--- config.mk ---
export PLATFORM = sky130hd
export DESIGN_NAME = quick_find_component_labeler_top
export DESIGN_NICKNAME = d
export VERILOG_FILES = /design/src/rtl/core/qfcl_pkg.sv /design/src/rtl/core/qfcl_ram.sv /design/src/rtl/core/qfcl_ctrl.sv /design/src/rtl/core/qfcl_datapath.sv /design/src/rtl/core/quick_find_component_labeler_top.sv
export SDC_FILE = /design/constraint.sdc
export NUM_CORES = 2
export LEC_CHECK = 0
export ABC_AREA = 1
export ABC_CLOCK_PERIOD_IN_PS = 3300
export BUFFER_PORTS_ARGS = -buffer_cell sky130_fd_sc_hd__buf_2
export CAP_MARGIN = 10
export CELL_PAD_IN_SITES_DETAIL_PLACEMENT = 0
export CELL_PAD_IN_SITES_GLOBAL_PLACEMENT = 2
export CORE_AREA = 2 2 337 506
export DETAILED_ROUTE_END_ITERATION = 8
export DIE_AREA = 0 0 339 508
export PLACE_DENSITY = 0.89
export SLEW_MARGIN = 20
export SYNTH_ARGS = -nofsm -noshare
export SYNTH_HDL_FRONTEND = slang
export SYNTH_HIERARCHICAL = 1
export SYNTH_SLANG_ARGS = --single-unit
--- constraint.sdc ---
create_clock -name aclk -period 3.3 [get_ports aclk]
set_input_delay 0.66 -clock aclk [delete_from_list [all_inputs] [get_ports aclk]]
set_output_delay 0.66 -clock aclk [all_outputs]
set_load 0.05 [all_outputs]
--- src/rtl/core/qfcl_pkg.sv ---
package qfcl_pkg;

    // Fixed width of a vertex index and of a component label
    localparam int VERTEX_W = 6;

    // Width of the packed stream data words (two vertex fields, padded to bytes)
    localparam int TDATA_W = 16;

    // Default sizes handed to the top level
    localparam int DEF_NUM_VERTICES = 64;
    localparam int DEF_BATCH_SIZE   = 64;

    // Commands from the controller to the datapath
    typedef struct packed {
        logic capture;    // take the request on the input channel into the edge register
        logic apply;      // restore/merge, buffer the source, advance the batch count
        logic load;       // load the output register from the buffer read port
        logic read_next;  // step the buffer read pointer
    } qfcl_cmd_t;

    // Status from the datapath to the controller
    typedef struct packed {
        logic run_end;    // the edge being applied closes the batch
        logic rd_last;    // the read pointer sits on the final buffered source
        logic out_free;   // the output register can take a new result this cycle
    } qfcl_status_t;

endpackage

--- src/rtl/core/qfcl_ram.sv ---
module qfcl_ram #(
    parameter int WIDTH = 6,
    parameter int DEPTH = 64,
    localparam int AW = (DEPTH > 1) ? $clog2(DEPTH) : 1
) (
    input  logic             aclk,
    input  logic             wr_en,
    input  logic [AW-1:0]    wr_addr,
    input  logic [WIDTH-1:0] wr_data,
    input  logic [AW-1:0]    rd_addr,
    output logic [WIDTH-1:0] rd_data
);

    logic [WIDTH-1:0] mem [DEPTH];
    logic [WIDTH-1:0] rd_data_reg;

    always_ff @(posedge aclk) begin
        if (wr_en) begin
            mem[wr_addr] <= wr_data;
        end
        rd_data_reg <= mem[rd_addr];
    end

    assign rd_data = rd_data_reg;

endmodule

--- src/rtl/core/qfcl_ctrl.sv ---
module qfcl_ctrl
    import qfcl_pkg::*;
(
    input  logic         aclk,
    input  logic         aresetn,
    input  logic         s_tvalid,
    output logic         s_tready,
    input  qfcl_status_t status,
    output qfcl_cmd_t    cmd
);

    localparam logic [1:0] ST_IDLE  = 2'd0;
    localparam logic [1:0] ST_APPLY = 2'd1;
    localparam logic [1:0] ST_READ  = 2'd2;
    localparam logic [1:0] ST_LOAD  = 2'd3;

    logic [1:0] state_reg;
    logic [1:0] state_next;

    always_ff @(posedge aclk) begin
        if (!aresetn) begin
            state_reg <= ST_IDLE;
        end else begin
            state_reg <= state_next;
        end
    end

    always_comb begin
        state_next = state_reg;
        cmd        = '0;
        s_tready   = 1'b0;
        case (state_reg)
            ST_IDLE: begin
                s_tready    = 1'b1;
                cmd.capture = s_tvalid;
                if (s_tvalid) begin
                    state_next = ST_APPLY;
                end
            end
            ST_APPLY: begin
                cmd.apply  = 1'b1;
                state_next = status.run_end ? ST_READ : ST_IDLE;
            end
            ST_READ: begin
                // Buffer address is presented; data is registered next cycle.
                state_next = ST_LOAD;
            end
            ST_LOAD: begin
                if (status.out_free) begin
                    cmd.load = 1'b1;
                    if (status.rd_last) begin
                        state_next = ST_IDLE;
                    end else begin
                        cmd.read_next = 1'b1;
                        state_next    = ST_READ;
                    end
                end
            end
            default: begin
                state_next = ST_IDLE;
            end
        endcase
    end

endmodule

--- src/rtl/core/qfcl_datapath.sv ---
module qfcl_datapath
    import qfcl_pkg::*;
#(
    parameter int NUM_VERTICES = DEF_NUM_VERTICES,
    parameter int BATCH_SIZE   = DEF_BATCH_SIZE
) (
    input  logic                aclk,
    input  logic                aresetn,
    input  qfcl_cmd_t           cmd,
    output qfcl_status_t        status,
    input  logic [VERTEX_W-1:0] in_src,
    input  logic [VERTEX_W-1:0] in_dst,
    input  logic                in_end,
    input  logic                in_fresh,
    input  logic                m_tready,
    output logic                out_valid,
    output logic [VERTEX_W-1:0] out_src,
    output logic [VERTEX_W-1:0] out_label,
    output logic                out_last
);

    // Only vertices reachable by a 6-bit index need a table entry.
    localparam int TD    = (NUM_VERTICES < (1 << VERTEX_W)) ? NUM_VERTICES : (1 << VERTEX_W);
    localparam int TW    = $clog2(TD);
    localparam int AW    = (BATCH_SIZE > 1) ? $clog2(BATCH_SIZE) : 1;
    localparam int CNT_W = $clog2(BATCH_SIZE + 1);
    localparam int NV_W  = 11;

    // Edge register
    logic [VERTEX_W-1:0] src_reg, dst_reg;
    logic                end_reg, fresh_reg;

    // Label table in flip-flops
    logic [VERTEX_W-1:0] tbl_reg  [TD];
    logic [VERTEX_W-1:0] tbl_next [TD];

    // Batch bookkeeping
    logic [CNT_W-1:0] count_reg, count_next, count_plus;
    logic [AW-1:0]    last_idx_reg, last_idx_next;
    logic [AW-1:0]    rd_idx_reg, rd_idx_next;
    logic             batch_full;

    // Output register
    logic                out_valid_reg, out_valid_next;
    logic [VERTEX_W-1:0] out_src_reg, out_label_reg;
    logic                out_last_reg;

    logic [VERTEX_W-1:0] ram_rd_data;
    logic [VERTEX_W-1:0] ls, ld;
    logic                src_ok, dst_ok, rd_ok;
    logic [VERTEX_W-1:0] rd_label;

    always_ff @(posedge aclk) begin
        if (cmd.capture) begin
            src_reg   <= in_src;
            dst_reg   <= in_dst;
            end_reg   <= in_end;
            fresh_reg <= in_fresh;
        end
    end

    assign src_ok = NV_W'(src_reg) < NV_W'(NUM_VERTICES);
    assign dst_ok = NV_W'(dst_reg) < NV_W'(NUM_VERTICES);

    // Endpoint labels, seen through the identity restore when it applies.
    always_comb begin
        ls = fresh_reg ? src_reg : tbl_reg[src_reg[TW-1:0]];
        ld = fresh_reg ? dst_reg : tbl_reg[dst_reg[TW-1:0]];
    end

    // Every entry compares against the destination label in parallel.
    always_comb begin
        logic [VERTEX_W-1:0] base;
        for (int i = 0; i < TD; i++) begin
            base = fresh_reg ? VERTEX_W'(i) : tbl_reg[i];
            if (cmd.apply) begin
                tbl_next[i] = (src_ok && dst_ok && (base == ld)) ? ls : base;
            end else begin
                tbl_next[i] = tbl_reg[i];
            end
        end
    end

    always_ff @(posedge aclk) begin
        if (!aresetn) begin
            for (int i = 0; i < TD; i++) begin
                tbl_reg[i] <= VERTEX_W'(i);
            end
        end else begin
            tbl_reg <= tbl_next;
        end
    end

    assign count_plus     = count_reg + CNT_W'(1);
    assign batch_full     = (count_plus == CNT_W'(BATCH_SIZE));
    assign status.run_end = end_reg || batch_full;

    always_comb begin
        count_next    = count_reg;
        last_idx_next = last_idx_reg;
        rd_idx_next   = rd_idx_reg;
        if (cmd.apply) begin
            count_next    = status.run_end ? '0 : count_plus;
            last_idx_next = count_reg[AW-1:0];
            rd_idx_next   = '0;
        end else if (cmd.read_next) begin
            rd_idx_next = rd_idx_reg + AW'(1);
        end
    end

    always_ff @(posedge aclk) begin
        if (!aresetn) begin
            count_reg    <= '0;
            last_idx_reg <= '0;
            rd_idx_reg   <= '0;
        end else begin
            count_reg    <= count_next;
            last_idx_reg <= last_idx_next;
            rd_idx_reg   <= rd_idx_next;
        end
    end

    assign status.rd_last = (rd_idx_reg == last_idx_reg);

    qfcl_ram #(
        .WIDTH (VERTEX_W),
        .DEPTH (BATCH_SIZE)
    ) u_src_buf (
        .aclk    (aclk),
        .wr_en   (cmd.apply),
        .wr_addr (count_reg[AW-1:0]),
        .wr_data (src_reg),
        .rd_addr (rd_idx_reg),
        .rd_data (ram_rd_data)
    );

    // A vertex outside the graph reports its own index as its label.
    assign rd_ok    = NV_W'(ram_rd_data) < NV_W'(NUM_VERTICES);
    assign rd_label = rd_ok ? tbl_reg[ram_rd_data[TW-1:0]] : ram_rd_data;

    assign status.out_free = !out_valid_reg || m_tready;

    always_comb begin
        out_valid_next = out_valid_reg;
        if (cmd.load) begin
            out_valid_next = 1'b1;
        end else if (m_tready) begin
            out_valid_next = 1'b0;
        end
    end

    always_ff @(posedge aclk) begin
        if (!aresetn) begin
            out_valid_reg <= 1'b0;
        end else begin
            out_valid_reg <= out_valid_next;
        end
    end

    always_ff @(posedge aclk) begin
        if (cmd.load) begin
            out_src_reg   <= ram_rd_data;
            out_label_reg <= rd_label;
            out_last_reg  <= status.rd_last;
        end
    end

    assign out_valid = out_valid_reg;
    assign out_src   = out_src_reg;
    assign out_label = out_label_reg;
    assign out_last  = out_last_reg;

endmodule

--- src/rtl/core/quick_find_component_labeler_top.sv ---
// Quick-find connected-component labeller. Each request on the slave side is one graph edge;
// when its endpoints carry different labels, every vertex holding the destination's label
// takes the source's label, and with tuser set the identity labelling is restored before the
// edge merges. The source of every edge is buffered, and when a batch closes (tlast on the
// edge, or BATCH_SIZE sources buffered) the block sends one request per buffered source, in
// arrival order, carrying the source and its label after the closing edge has merged, with
// tlast on the final one. An edge is first captured into the edge register, and then the whole
// flip-flop label table compares and relabels in parallel, so the slave side takes no new edge
// until the previous one has merged. A closing edge is followed by an output run in which each
// source is read through the registered source buffer RAM and then loaded into the output
// register before the next is read; the run stalls whenever the master side holds tready low.
// The last result may wait in the output register while the next edge is already being
// accepted. No clearing pass is needed after reset.
module quick_find_component_labeler_top
    import qfcl_pkg::*;
#(
    parameter int NUM_VERTICES = DEF_NUM_VERTICES,
    parameter int BATCH_SIZE   = DEF_BATCH_SIZE
) (
    input  logic               aclk,
    input  logic               aresetn,

    // Edge input
    input  logic               s_tvalid,
    output logic               s_tready,
    input  logic [TDATA_W-1:0] s_tdata,   // [5:0] src_vertex, [11:6] dst_vertex, [15:12] zero
    input  logic               s_tlast,   // batch_end
    input  logic               s_tuser,   // [0] new_graph

    // Label results
    output logic               m_tvalid,
    input  logic               m_tready,
    output logic [TDATA_W-1:0] m_tdata,   // [5:0] source_echo, [11:6] component_label, [15:12] zero
    output logic               m_tlast    // last_of_batch
);

    qfcl_cmd_t           cmd;
    qfcl_status_t        status;
    logic [VERTEX_W-1:0] out_src;
    logic [VERTEX_W-1:0] out_label;

    // The controller sequences capture, merge and the output run.
    qfcl_ctrl u_ctrl (
        .aclk     (aclk),
        .aresetn  (aresetn),
        .s_tvalid (s_tvalid),
        .s_tready (s_tready),
        .status   (status),
        .cmd      (cmd)
    );

    // The datapath holds the label table, the source buffer and the output register.
    qfcl_datapath #(
        .NUM_VERTICES (NUM_VERTICES),
        .BATCH_SIZE   (BATCH_SIZE)
    ) u_datapath (
        .aclk      (aclk),
        .aresetn   (aresetn),
        .cmd       (cmd),
        .status    (status),
        .in_src    (s_tdata[VERTEX_W-1:0]),
        .in_dst    (s_tdata[2*VERTEX_W-1:VERTEX_W]),
        .in_end    (s_tlast),
        .in_fresh  (s_tuser),
        .m_tready  (m_tready),
        .out_valid (m_tvalid),
        .out_src   (out_src),
        .out_label (out_label),
        .out_last  (m_tlast)
    );

    // Pack the result fields from the lowest bit up, zero padded to whole bytes.
    assign m_tdata = {(TDATA_W - 2*VERTEX_W)'(0), out_label, out_src};

endmodule

# Yosys cells after proc, flatten, opt, wreduce, memory -nomap -nowiden
# Memories as Yosys holds them, arrays and structs flattened. A register that Yosys moved wholly into a read port is not among the register bits.
# Index checks and enable logic that the tools add are counted.
[word_totals] register_bits=433 out_inout_bits=19 in_bits=22 wordCells=319 n_memories=1 ramBits=384
[classes] n_lt_le_gt_ge=3 add_sub_neg=2 eq_ne=71 n_mux=155 n_reduce_logical=7 n_bitwise=4
[memory_table] name="u_datapath.u_src_buf.mem" depth=64 width=6 rd=1 rd_clocked_by_memory_dff=1 write_ports=1 line_no="qfcl_ram.sv:14" rtl="logic [WIDTH-1:0] mem [DEPTH];"
[op_table] cell="$mux 6" n=136
[op_table] cell="$eq 6x6->1" n=65
[op_table] cell="$bmux 6 s6" n=3
[op_table] cell="$ge 7x7->1 const B" n=3
[op_table] cell="$not 6->7" n=3
[op_table] cell="$mux 2" n=6
[op_table] cell="$mux 1" n=8
[op_table] cell="$pmux 2 s4" n=1
[op_table] cell="$add 7x1->7 const B" n=1
[op_table] cell="$eq 7x7->1 const B" n=1
[op_table] cell="$mux 7" n=1
[op_table] cell="$add 6x1->6 const B" n=1
[op_table] cell="$eq 2x2->1 const B" n=2
[op_table] cell="$ne 2x2->1 const B" n=2
[op_table] cell="$eq 2x1->1 const B" n=1
[op_table] cell="$logic_not 2->1" n=1
[op_table] cell="$logic_or 1x1->1" n=2
[op_table] cell="$reduce_and 2->1" n=1
[op_table] cell="$reduce_bool 2->1" n=1
[op_table] cell="$reduce_or 2->1" n=1
[op_table] cell="$logic_not 1->1" n=1
[op_table] cell="$not 1->1" n=1

# Depth between registers and ports, before layout
[logic_depth] depth_word=7 depth_mapped=22

# By module
# The synthesis kept the hierarchy.
[by_module_without_submodules] module="qfcl_datapath" area_each_um2=39061.2 cells_each=7149 n_inst=1 seq_area_each_um2=8898.5
[by_module_without_submodules] module="qfcl_ram" area_each_um2=15930.3 cells_each=1376 n_inst=1 seq_area_each_um2=11651.2
[by_module_without_submodules] module="qfcl_ctrl" area_each_um2=123.9 cells_each=21 n_inst=1 seq_area_each_um2=40.0
[by_module_without_submodules] module="quick_find_component_labeler_top" area_each_um2=33.8 cells_each=5 n_inst=1 seq_area_each_um2=0.0

# Worst setup path after synthesis
# No wires, ideal clock.
[synth_timing] kind="register to register" from="register u_datapath.src_reg[0]" to="register u_datapath/tbl_reg[111] (netlist bit)" slack_ps=-56 path_stages_with_launch=15 arrival_ps=3241 setup_ps=115 synth_period_minus_slack_ps=3356 path_buffers=5 path_cell_list="edfxtp_1 -> buf_2 -> buf_2 -> clkbuf_1 -> clkbuf_1 -> o211ai_1 -> o211ai_1 -> nand3_1 -> nand3_1 -> o211ai_1 -> nand2_1 -> clkbuf_1 -> nand3_1 -> nand3_1 -> nand2_1"
[synth_between] elab_chain_cells=6
[synth_lines] item="from (decl)" line_no="qfcl_datapath.sv:30" rtl="logic [VERTEX_W-1:0] src_reg, dst_reg;"
[synth_lines] item="from (signal assigned)" line_no="qfcl_datapath.sv:55" rtl="src_reg <= in_src;"
[synth_lines] item="$not 6->7 (implied by the code)" line_no="qfcl_datapath.sv:67" rtl="ls = fresh_reg ? src_reg : tbl_reg[src_reg[TW-1:0]];"
[synth_lines] item="$bmux 6 s6" line_no="qfcl_datapath.sv:67"
[synth_lines] item="$mux 6 (implied by the code) (2 in a row)" line_no="qfcl_datapath.sv:67"
[synth_lines] item="$mux 6" line_no="qfcl_datapath.sv:67"
[synth_lines] item="$mux 6" line_no="qfcl_datapath.sv:77" rtl="tbl_next[i] = (src_ok && dst_ok && (base == ld)) ? ls : base;"
[synth_lines] item="to (signal, indexed assignment)" line_no="qfcl_datapath.sv:87" rtl="tbl_reg[i] <= VERTEX_W'(i);"
[synth_lines] item="to (signal assigned)" line_no="qfcl_datapath.sv:90" rtl="tbl_reg <= tbl_next;"
[synth_lines] item="to (decl)" line_no="qfcl_datapath.sv:34" rtl="logic [VERTEX_W-1:0] tbl_reg [TD];"
# No other way between the ends. The select of a mux whose other input is x is not followed.
# A chain may end at the register's enable or synchronous reset.

# Worst setup path in the final report
[layout_timing] from="register u_datapath.dst_reg[1]" to="register u_datapath/tbl_reg[233] (netlist bit)"
[layout_between] elab_chain_cells=7
[layout_lines] item="from (decl)" line_no="qfcl_datapath.sv:30"
[layout_lines] item="from (signal assigned)" line_no="qfcl_datapath.sv:56" rtl="dst_reg <= in_dst;"
[layout_lines] item="$not 6->7 (implied by the code)" line_no="qfcl_datapath.sv:68" rtl="ld = fresh_reg ? dst_reg : tbl_reg[dst_reg[TW-1:0]];"
[layout_lines] item="$bmux 6 s6" line_no="qfcl_datapath.sv:68"
[layout_lines] item="$mux 6 (implied by the code) (2 in a row)" line_no="qfcl_datapath.sv:68"
[layout_lines] item="$mux 6 (*)" line_no="qfcl_datapath.sv:68"
[layout_lines] item="$eq 6x6->1 (*)" line_no="qfcl_datapath.sv:77"
[layout_lines] item="$mux 6 (*)" line_no="qfcl_datapath.sv:77"
# Mark *: on every way between the ends. The rest lies on a longest branch, timed or not. The select of a mux whose other input is x is not followed.

==> impl_metrics.yaml <==
setup_path:
  critical_path_class: "register to register"
  startpoint_type: "register"
  cp-end-kind: "register"
  cp_max_fo: 10
  worstPathRequired_ns: 3.95
  worstPathArrival_ns: 4.08
placement:
  post-dp-hpwl_mm: 189
  port_buffers: 32
  dp.cells: 10900
  globalplace.congestion: 1.02
sta:
  setup_violations: 138
  rsz0062_at_grt: "yes"
  slew-limit-headroom: 0.256
  fin_worst_skew_ns: 0.0744
  worst_slew_pin_slew_ns: 1.11
  fmax_mhz: 292
  timing.final.ws_setup_ns: -0.130
  period_minus_slack_ns: 3.43
  hold_slack_ns: 0.0769
  setup_tns_ns: -5.98
  slew_viol_final: 0
  fin_crit_sh: 1.04
  hold_viol_final: 0
routing:
  route.detailed.drc: 0
  vias: 63600
  first_pass_iters: 7
  totalWireLength_mm: 290
  drt-initial-drc-count: 7520
  drt.antenna.violating_nets: 0
  viasPerCell: 5.71
  wl_per_cell_um: 26.1
power_and_ir_drop:
  powerDensity_mw_per_mm2: 457
  leakagePower_nw: 28.2
  p_total_mw: 30.8
  max-vdd-ir-drop_mv: 0.395
run_status:
  violations: "setup timing"
  status: "finished, violations left"
clocking:
  clock_sinks: 823
  cts_buffer_depth: 3
  cts-htree-levels: 3
  clk_latency_ns: 0.77
  cts-root-buf: "clkbuf_16"
  hold_buffers: 0
  cts_tree: "done"
  path_clk_slew_ns: 0.07
  numCtsBuffers: 87
grt:
  grt.total_usage: 0.318
  first_global_vias: 58700
  antenna_found_initial: 13
  grt_overflow: 0
  met2_usage: 0.530
  met1_usage: 0.349
  grt_busiest_layer: "met2"
  grt_max_degree: 119
  grt_use_met3: 0.0586
  grt_pass1_wl_mm: 404
floorplan:
  core-area_mm2: 0.168
  start_util: 0.328
  dieArea_mm2: 0.172
  placementRows: 185
  chipWidth_um: 339
  ios: 41
  die-height_um: 508
synthesis:
  syn_avg_cell_area_um2: 6.45
  ys.warnings.count: 6
  yosysSeqAreaShare: 0.373
  syn_inst: 8551
  yosysUniqueCellTypes: 51
  syn_area_mm2: 0.0551
  ys_seq_elements: 823
cells_and_area:
  drive_gt1_frac: 0.137
  finalNonFillerCells: 11100
  finalNetCount: 8837
  final_cell_mix: "2845 x nand2_1, 1656 x nand3_1, 578 x nor2_1"
  final_common_cell: "nand2_1"
  final.fill_count: 17600
  syn_to_final_growth_pct: 22.4
  postLayoutCoreUtil: 0.401
worst_hold_path:
  hp-class: "input port to register"
run:
  drv_cap: 0
[cell usage after synthesis, drive strengths merged]
cell	instances	area (um^2)
edfxtp	411	12300
nand2	2903	10900
o32ai	6	52.6
nand3	1729	8730
nor3b	3	32.5
nand4	21	131
or3	4	25.0
clkbuf	345	1300
o21ai	481	2410
a31o	1	8.76
a32o	4	40.0
o31ai	6	45.0
o311ai	2	17.5
clkinv	4	15.0
a211oi	15	113
xnor2	17	149
ha	2	25.0
inv	551	2070
a21oi	453	2300
or2	7	43.8
a31oi	2	12.5
mux2i	4	40.0
nand3b	36	270
buf	255	1460
nor3	12	76.3
nor4	9	56.3
a221oi	30	263
o211ai	43	323
conb	1	3.75
dfxtp	412	8250
xor2	51	447
o22ai	22	138
nor2	688	2830
o221ai	14	123
a32oi	1	8.76
o211a	1	10.0
o221a	5	56.3
[layout make-up]
| cell class | count | area, um^2 | share of cell area |
|---|---|---|---|
| Multi-Input combinational cell | 6577 | 30600 | 0.454 |
| Sequential cell | 823 | 20600 | 0.305 |
| Timing Repair Buffer | 768 | 8220 | 0.122 |
| Tap cell | 2244 | 2810 | 0.0416 |
| Clock buffer | 111 | 2380 | 0.0353 |
| Inverter | 555 | 2160 | 0.0320 |
| Clock inverter | 51 | 656 | 0.00972 |
| Antenna cell | 12 | 30.0 | 0.000445 |
| Timing Repair inverter | 1 | 16.3 | 0.000241 |
[what timing repair did]
item / CTS / global route
gates resized for setup: 27 / 186
endpoints found under the setup margin: 384 / 385
pin swaps: 1 / 30
gates cloned: 1 / 18
buffers inserted: 2 / 44
[worst max-delay path: stages, from the launching register on]
cell,delay (ns)
edfxtp_1,0.43
buf_12,0.19
clkinv_8,0.10
buf_12,0.18
buf_12,0.16
nand3_1,0.16
nand3_2,0.14
nand3_2,0.13
nand3_4,0.16
nand3_4,0.20
buf_12,0.20
nand2_8,0.19
clkbuf_16,0.24
nand2_1,0.06
nand2_1,0.06
nand3_1,0.10
nor2_2,0.16
buf_4,0.16
nand3_1,0.07
nand3_1,0.10
nand2_1,0.08
[path summary, 6_finish.rpt]
path / startpoint / end / slack [ns] / cells past startpoint
worst max register to register: u_datapath/dst_reg[1]$_DFFE_PP_ / u_datapath/tbl_reg[233]$_SDFFE_PN0P_ / -0.13 / 20
worst min-delay path: s_tdata[8] / u_datapath/dst_reg[2]$_DFFE_PP_ / 0.08 / 1
worst max-delay path: u_datapath/dst_reg[1]$_DFFE_PP_ / u_datapath/tbl_reg[233]$_SDFFE_PN0P_ / -0.13 / 20
worst min register to register: u_datapath/tbl_reg[159]$_SDFFE_PN0P_ / u_datapath/tbl_reg[159]$_SDFFE_PN0P_ / 0.45 / 2
[report_power, final]
part	internal, mW	total [mW]	switching, mW
clock network	5.78	10.6	4.86
registers	11.0	11.3	0.361
logic	2.90	8.85	5.95
total	19.7	30.8	11.2
[cells by family (layout without fill, tap and decap cells)]
kind of cell               count (synthesis)  count (layout)  synth area share
and+or+nand+nor                         5412            5413             0.419
buffers and inverters                   1155            1486            0.0879
AOI/OAI and AO/OA                       1086            1086             0.107
DFF                                      823             823             0.373
xor gates and xnor gates                  68              68            0.0108
muxes                                      4               4          0.000726
adders and majority gates                  2               2          0.000454
other                                      1              16         0.0000680
[metrics by stage]
stage | setup WS, ns | instance area, um^2
after floorplan | -0.0558 | 55200
after global placement | -0.206 | 62500
after detailed placement | -0.202 | 62500
after CTS | -0.00716 | 65700
after global routing | -0.148 | 67500
final | -0.130 | 67500
[per-layer routing]
layer / vias up / routed length (um)
met5: - / 40
met4: 8 / 30800
met3: 1272 / 24900
met2: 3550 / 134000
met1: 29900 / 101000
li1: 28900 / -
No activity file was read; power rests on OpenSTA's default activity.
